===== src/sv/rpsc_ram.sv =====
// ----------------------------------------------------------------------------
// rpsc_ram
// Generic RAM, one write port and one read port with registered read data.
// ----------------------------------------------------------------------------
module rpsc_ram #(
    parameter int WIDTH = 8,
    parameter int DEPTH = 16
) (
    input  logic                     i_clk,
    input  logic                     i_we,
    input  logic [$clog2(DEPTH)-1:0] i_waddr,
    input  logic [WIDTH-1:0]         i_wdata,
    input  logic [$clog2(DEPTH)-1:0] i_raddr,
    output logic [WIDTH-1:0]         o_rdata
);

    logic [WIDTH-1:0] r_mem [DEPTH];

    always_ff @(posedge i_clk) begin
        if (i_we) begin
            r_mem[i_waddr] <= i_wdata;
        end
        o_rdata <= r_mem[i_raddr];
    end

endmodule


===== config.mk =====
export PLATFORM = sky130hd
export DESIGN_NAME = rpsc_ram
export DESIGN_NICKNAME = d
export VERILOG_FILES = /design/src/sv/rpsc_ram.sv
export SDC_FILE = /design/constraint.sdc
export NUM_CORES = 1
export LEC_CHECK = 0
export BUFFER_PORTS_ARGS = -buffer_cell sky130_fd_sc_hd__clkbuf_2
export CORE_MARGIN = 2
export CORE_UTILIZATION = 60
export DETAILED_ROUTE_END_ITERATION = 8
export GPL_TIMING_DRIVEN = 0
export PLACE_DENSITY = 0.78
export SETUP_SLACK_MARGIN = 0.2
export SKIP_LAST_GASP = 1
export SYNTH_ARGS = -nofsm -noshare
export SYNTH_HDL_FRONTEND = slang
export SYNTH_SLANG_ARGS = --single-unit

===== constraint.sdc =====
create_clock -name i_clk -period 6.35 [get_ports i_clk]
set_clock_uncertainty 0.15 [all_clocks]
set_input_delay 1.27 -clock i_clk [delete_from_list [all_inputs] [get_ports i_clk]]
set_output_delay 1.27 -clock i_clk [all_outputs]
set_load 0.005 [all_outputs]

==> impl_metrics.csv, run 1 <==
group,metric,value,unit
clocking,cts_num_sinks,136,
floorplanning,die_y,96.63,um
placement,place_hpwl,5759,um
floorplanning,io_pins,26,
clocking,postCtsHoldBufs,0,
yosys,synth_top_area_cell,"edfxtp_1",
worst_setup_path,start_kind,"input port",
yosys,synth_cell_types,19,
clocking,postCtsSetupBuffers,0,
yosys,synthArstFlopShare,0,
yosys,yosys_register_bits,136,
yosys,syn-num-nets,247,
route,route.detailed.drc,0,
status,outcome,"finished, final reports clean",
timing,setup_viol_count_final,0,
placement,placed_area,5399,um2
worst_setup_path,critPathRequiredTime,6.31,ns
floorplanning,std_cell_rows,33,
power_and_ir_drop,leakage,2.034,nW
global_route,grt_pass1_vias,2411,
route,drt_iter0_drc,373,
placement,place.gp.congestion,0.6997,
worst_setup_path,crit_chain,"clkbuf_2 > nand3b_1 > nor3_1",
yosys,syn_inst,229,
timing,hold_violations,0,
route,ant_nets,0,
clocking,cts_inserted_buffers,17,
floorplanning,core_region_area,8258,um2
yosys,syn_area_per_cell,22.48,um2
clocking,cts_tree,"built",
route,dr.pass1.iters,5,
placement,portBuffers,24,
yosys,synth_edf_count,128,
clocking,cts_max_path_buffers,2,
yosys,seq_area_frac_synth,0.7778,
global_route,grt_overflow_total,0,
power_and_ir_drop,power.total,0.002068,W
timing,clock.fmax,368.0,MHz
global_route,track_usage,0.2203,
final_layout,fin_util,0.7268,
timing,grt_setup_unrepaired,"false",
power_and_ir_drop,vdd.ir_drop.worst,0.3129,mV
route,routed_wl,9715,um
final_layout,syn2layout_area_growth,16.60,%
yosys,synth.most_common_cell,"edfxtp_1",
floorplanning,die_area,9336,um2
final_layout,fin_area,6002,um2
yosys,synthesis.area,5147,um2
floorplanning,die_w,96.63,um
timing,tightest_slew,1.305,ns
clocking,cts_max_level,4,
final_layout,n_antenna_cell,0,
clocking,root_buffer,"clkbuf_8",
global_route,grt_pass1_wl,14540,um
worst_setup_path,critical_path.max_fanout,8,
clocking,clk_pin_slew,0.06,ns
route,vias,2498,
worst_setup_path,endpoint_kind,"flop",
final_layout,final_layout_size_suffix_gt1_frac,0.2972,
timing,setup-tns-final,0,ns
yosys,ys_warn_count,0,
job,maxCapViolations,0,
power_and_ir_drop,power_density,344.5,nW/um2
worst_setup_path,critPathMaxStageDelay,1.04,ns
route,via_per_inst,6.389,
yosys,yosysTopAreaCellShare,0.7467,
yosys,ys_dominant_reg_cell,"edfxtp_1",
timing,fin_crit,2.718,ns
timing,slew_headroom,0.1230,
global_route,grt_antenna_before_repair,0,
yosys,synth_top_cells_by_count,"128 x edfxtp_1, 18 x mux4_2, 16 x a22oi_1, 14 x mux4_1, 13 x nor2_1",
worst_setup_path,critPathArrivalTime,2.68,ns
timing,slew_viol_final,0,
worst_setup_path,cp_slowest_cell,"nor3_1",
route,wl_per_cell,24.85,um
global_route,grt_max_degree,17,
floorplanning,start_util,0.6233,
clocking,clock_latency,0.51,ns
min_path,hp-class,"reg -> reg",
timing,finalCritPeriodShare,0.4280,
clocking,cts-resized-gates,0,
worst_setup_path,worstSetupPathType,"in -> reg",
final_layout,fin_nets,291,
yosys,synthTopCellsByArea,"edfxtp_1 75%, mux4_2 7.9%, mux4_1 7.1%",
[placed cells by master (no fill, tap or decap), types with 3 or more instances in the layout]
master and instances:
nor2_1 13, clkbuf_2 24, clkinvlp_4 3, nand2_1 9, clkinv_2 4, nor3_1 4
mux4_1 14, buf_2 3, buf_6 3, edfxtp_1 128, dfxtp_1 8, mux4_2 18
a22oi_1 16, clkdlybuf4s25_2 3, clkbuf_16 16, clkbuf_8 3, bufinv_16 3
[stage by stage]
step                worst slack (ns)  hold WS (ns)  cells
floorplan                      3.437        0.4793    229
global placement               2.903        0.5036    358
detailed placement             2.885        0.5170    358
CTS                            3.431        0.5308    390
global route                   3.582        0.5462    391
finish                         3.632        0.5264    391
[cell families after synthesis]
group	synth area share
DFF	0.7778
AOI/OAI and AO/OA	0.02334
buffers and inverters	0.01677
muxes	0.1502
and+or+nand+nor	0.03184
[where the power goes]
part	total [W]	switching [W]	internal [W]	leakage, nW
clock	0.000965	0.000348	0.000616	0.287
sequential	0.00101	0.00000519	0.00100	1.22
combinational	0.0000941	0.0000544	0.0000397	0.523
[sequential cells by signal (all words and copies together) (netlist names)]
| name | cells |
|---|---|
| o_rdata | 8 |
| r_mem | 128 |
[final timing paths]
kind                                from                    end  slack [ns]  cells past startpoint
setup / recovery              i_waddr[2]  r_mem[8][4]$_DFFE_PP_        3.63                      3
hold / removal    r_mem[11][3]$_DFFE_PP_     o_rdata[3]$_DFF_P_        0.53                      3
setup reg to reg   r_mem[9][4]$_DFFE_PP_     o_rdata[4]$_DFF_P_        4.79                      3
hold reg to reg   r_mem[11][3]$_DFFE_PP_     o_rdata[3]$_DFF_P_        0.53                      3
[worst max-delay path, delay by kind of cell]
family	cells	cell delay, ns
and+or+nand+nor	2	1.30
buffers and inverters	1	0.10
[routing by layer]
metal,up-vias,track usage,part of all wire,routed length (um)
met5,-,0,0,0
met4,0,0.08451,0.014,133
met3,12,0.05058,0.086,836
met2,148,0.3275,0.48,4694
met1,1271,0.3266,0.42,4049
li1,1067,-,-,-
[cell type report]
type,instances,area [um2]
Clock buffer,20,445.4
Sequential cell,136,4004
Clock inverter,12,150.1
Timing Repair Buffer,25,127.6
Fill cell,468,2256
Multi-Input combinational cell,83,1057
Tap cell,105,131.4
Buffer,10,86.33
Note: power is estimated with default switching activity, not from simulation.
==> run 2, diff against run 1 <==
Settings changed: CORE_UTILIZATION 60 to 54, PLACE_DENSITY 0.78 to 0.74.
Clock period 6.35 ns to 2.2 ns, I/O delays scaled along.
==> run 2 against run 1 <==
Against the previous run:
- routed wire length down 3.0%
- final area down 0.65%
- first-iteration DRC count fell by 10%
- register-to-register slack got worse by 4.2 ns
==> impl_metrics.csv, run 2 (synthesized netlist as in run 1, its figures left out) <==
group,metric,value,unit
final_layout,largest_reg_flops,128,
clocking,postCtsHoldBufs,0,
global_route,grt_overflow_total,0,
worst_setup_path,critPathMaxStageDelay,1.01,ns
route,wl_per_cell,22.77,um
placement,placed_area,5434,um2
final_layout,syn2layout_area_growth,15.85,%
min_path,hp-class,"in -> reg",
worst_setup_path,r2r_end,"o_rdata[7]$_DFF_P_",
status,outcome,"finished, final reports clean",
floorplanning,core_region_area,9240,um2
timing,hold_violations,0,
timing,slew_viol_final,0,
clocking,cts_tree,"built",
worst_setup_path,r2r_setup_slack,0.64,ns
clocking,root_buffer,"clkbuf_8",
route,via_per_inst,5.771,
final_layout,multi_input_area,1062,um2
worst_setup_path,r2r_cells,3,
floorplanning,std_cell_rows,35,
floorplanning,die_y,101.6,um
route,ant_nets,0,
timing,tightest_slew,1.262,ns
worst_setup_path,critPathArrivalTime,1.82,ns
floorplanning,die_w,101.6,um
clocking,cts_max_level,4,
worst_setup_path,critical_path.top_delay_family,"simple AND/OR/NAND/NOR gates",
clocking,cts_num_sinks,136,
route,dr.pass1.iters,4,
power_and_ir_drop,power_density,949.9,nW/um2
worst_setup_path,endpoint,"r_mem[8][1]$_DFFE_PP_",
power_and_ir_drop,power.internal,0.004494,W
worst_setup_path,cp_slowest_cell,"nor3_1",
timing,slew_headroom,0.1523,
final_layout,register_area,4004,um2
worst_setup_path,critPathRequiredTime,2.16,ns
route,vias,2389,
power_and_ir_drop,switching_power,0.001170,W
timing,clock.fmax,539.0,MHz
timing,fin_crit,1.855,ns
global_route,track_usage,0.2031,
worst_setup_path,crit_chain,"clkbuf_2 > nand3b_1 > nor3_1",
worst_setup_path,critical_path.max_fanout,8,
final_layout,n_antenna_cell,0,
placement,place_hpwl,5840,um
clocking,cts_max_path_buffers,2,
power_and_ir_drop,leakage,1.986,nW
final_layout,largestRegisters,"r_mem x128, o_rdata x8",
route,drt_iter0_drc,335,
timing,setup_viol_count_final,0,
floorplanning,die_area,10330,um2
timing,finalCritPeriodShare,0.8434,
floorplanning,start_util,0.5571,
clocking,clock_latency,0.51,ns
floorplanning,io_pins,26,
worst_setup_path,r2r-start,"r_mem[3][7]$_DFFE_PP_",
final_layout,fin_nets,290,
timing,grt_setup_unrepaired,"false",
final_layout,final_layout_size_suffix_gt1_frac,0.2912,
clocking,cts_inserted_buffers,17,
worst_setup_path,endpoint_kind,"flop",
final_layout,fillCellCount,597,
clocking,cts-resized-gates,0,
placement,portBuffers,24,
worst_setup_path,cp-startpoint,"i_waddr[2]",
worst_setup_path,worstSetupPathType,"in -> reg",
power_and_ir_drop,power_frac_clock,0.438,
global_route,grt_antenna_before_repair,0,
worst_setup_path,crit_cells,3,
power_and_ir_drop,combPwrFrac,0.048,
final_layout,fin_area,5963,um2
placement,place.gp.congestion,0.6860,
final_layout,layout_commonest_cell,"edfxtp_1",
global_route,grt_max_degree,17,
worst_setup_path,start_kind,"input port",
power_and_ir_drop,p_seq_frac,0.514,
min_path,min_path_cells,1,
route,routed_wl,9425,um
final_layout,top_register,"r_mem",
global_route,grt_pass1_wl,14110,um
route,route.detailed.drc,0,
final_layout,final_cell_mix,"128 x edfxtp_1, 24 x clkbuf_2, 18 x mux4_2",
power_and_ir_drop,swShare,0.2066,
clocking,postCtsSetupBuffers,0,
clocking,clk_pin_slew,0.06,ns
worst_setup_path,crit_buf_inv,1,
job,maxCapViolations,0,
power_and_ir_drop,vdd.ir_drop.worst,0.6208,mV
global_route,grt_pass1_vias,2408,
power_and_ir_drop,power.total,0.005664,W
==> run 2: cell types whose count changed in the layout (fill, tap and decap cells not counted) <==
| cell | delta |
|---|---|
| nor3_1 | -1 |
| nor3_2 | +1 |
| clkinvlp_4 | +3 |
| bufinv_16 | -2 |
| clkinv_4 | -1 |
| clkinv_1 | +1 |
| clkbuf_8 | -2 |
| clkbuf_1 | +1 |
| clkbuf_4 | -1 |
==> run 2: stage by stage <==
| step | utilization | setup WS, ns | std cells | TNS (ns) | hold WS (ns) |
|---|---|---|---|---|---|
| after CTS | 0.6454 | 0.3577 | 414 | 0 | 0.2250 |
| after floorplan | - | 0.3439 | 229 | 0 | 0.3889 |
| after detailed placement | 0.5881 | -0.1593 | 382 | -3.410 | 0.5313 |
| after global placement | 0.5881 | -0.1436 | 382 | -1.747 | 0.5040 |
| after global routing | 0.6454 | 0.2650 | 414 | 0 | 0.2282 |
| final | 0.6454 | 0.3446 | 414 | 0 | 0.2324 |
==> run 2: cell type report <==
type,instances,share of cell area
Buffer,10,0.01448
Clock buffer,19,0.07071
Clock inverter,13,0.01804
Multi-Input combinational cell,83,0.1781
Sequential cell,136,0.6714
Tap cell,129,0.02707
Timing Repair Buffer,24,0.02014
==> run 2: layer usage <==
| metal | global-route usage | part of all wire | vias up |
|---|---|---|---|
| li1 | - | - | 1067 |
| met1 | 0.2811 | 0.41 | 1209 |
| met2 | 0.3148 | 0.50 | 103 |
| met3 | 0.06418 | 0.076 | 10 |
| met4 | 0.06237 | 0.015 | 0 |
| met5 | 0 | 0 | - |
==> run 2: power by group through the flow <==
stage                     clock network (W)  logic, W  registers, W
after floorplan                           0  0.000147       0.00296
after global placement                    0  0.000263       0.00296
after detailed placement                  0  0.000270       0.00297
after CTS                           0.00251  0.000272       0.00291
after global routing                0.00263  0.000291       0.00292
final                               0.00248  0.000270       0.00291
==> run 2: how the worst min path moves through the flow <==
stage / slack [ns] / to / startpoint
6_report: 0.23 / r_mem[6][4]$_DFFE_PP_ / i_wdata[4]
3_5_place_dp: 0.53 / o_rdata[0]$_DFF_P_ / r_mem[11][0]$_DFFE_PP_
2_1_floorplan: 0.39 / r_mem[0][0]$_DFFE_PP_ / i_wdata[0]
4_1_cts: 0.23 / r_mem[6][4]$_DFFE_PP_ / i_wdata[4]
3_3_place_gp: 0.50 / o_rdata[3]$_DFF_P_ / r_mem[11][3]$_DFFE_PP_
5_1_grt: 0.23 / r_mem[3][0]$_DFFE_PP_ / i_wdata[0]
==> run 2: worst register-to-register path, cell delays in order (launching register included) <==
cell      delay (ns)
edfxtp_1        0.35
mux4_2          0.47
a22oi_1         0.35
nand2_1         0.11
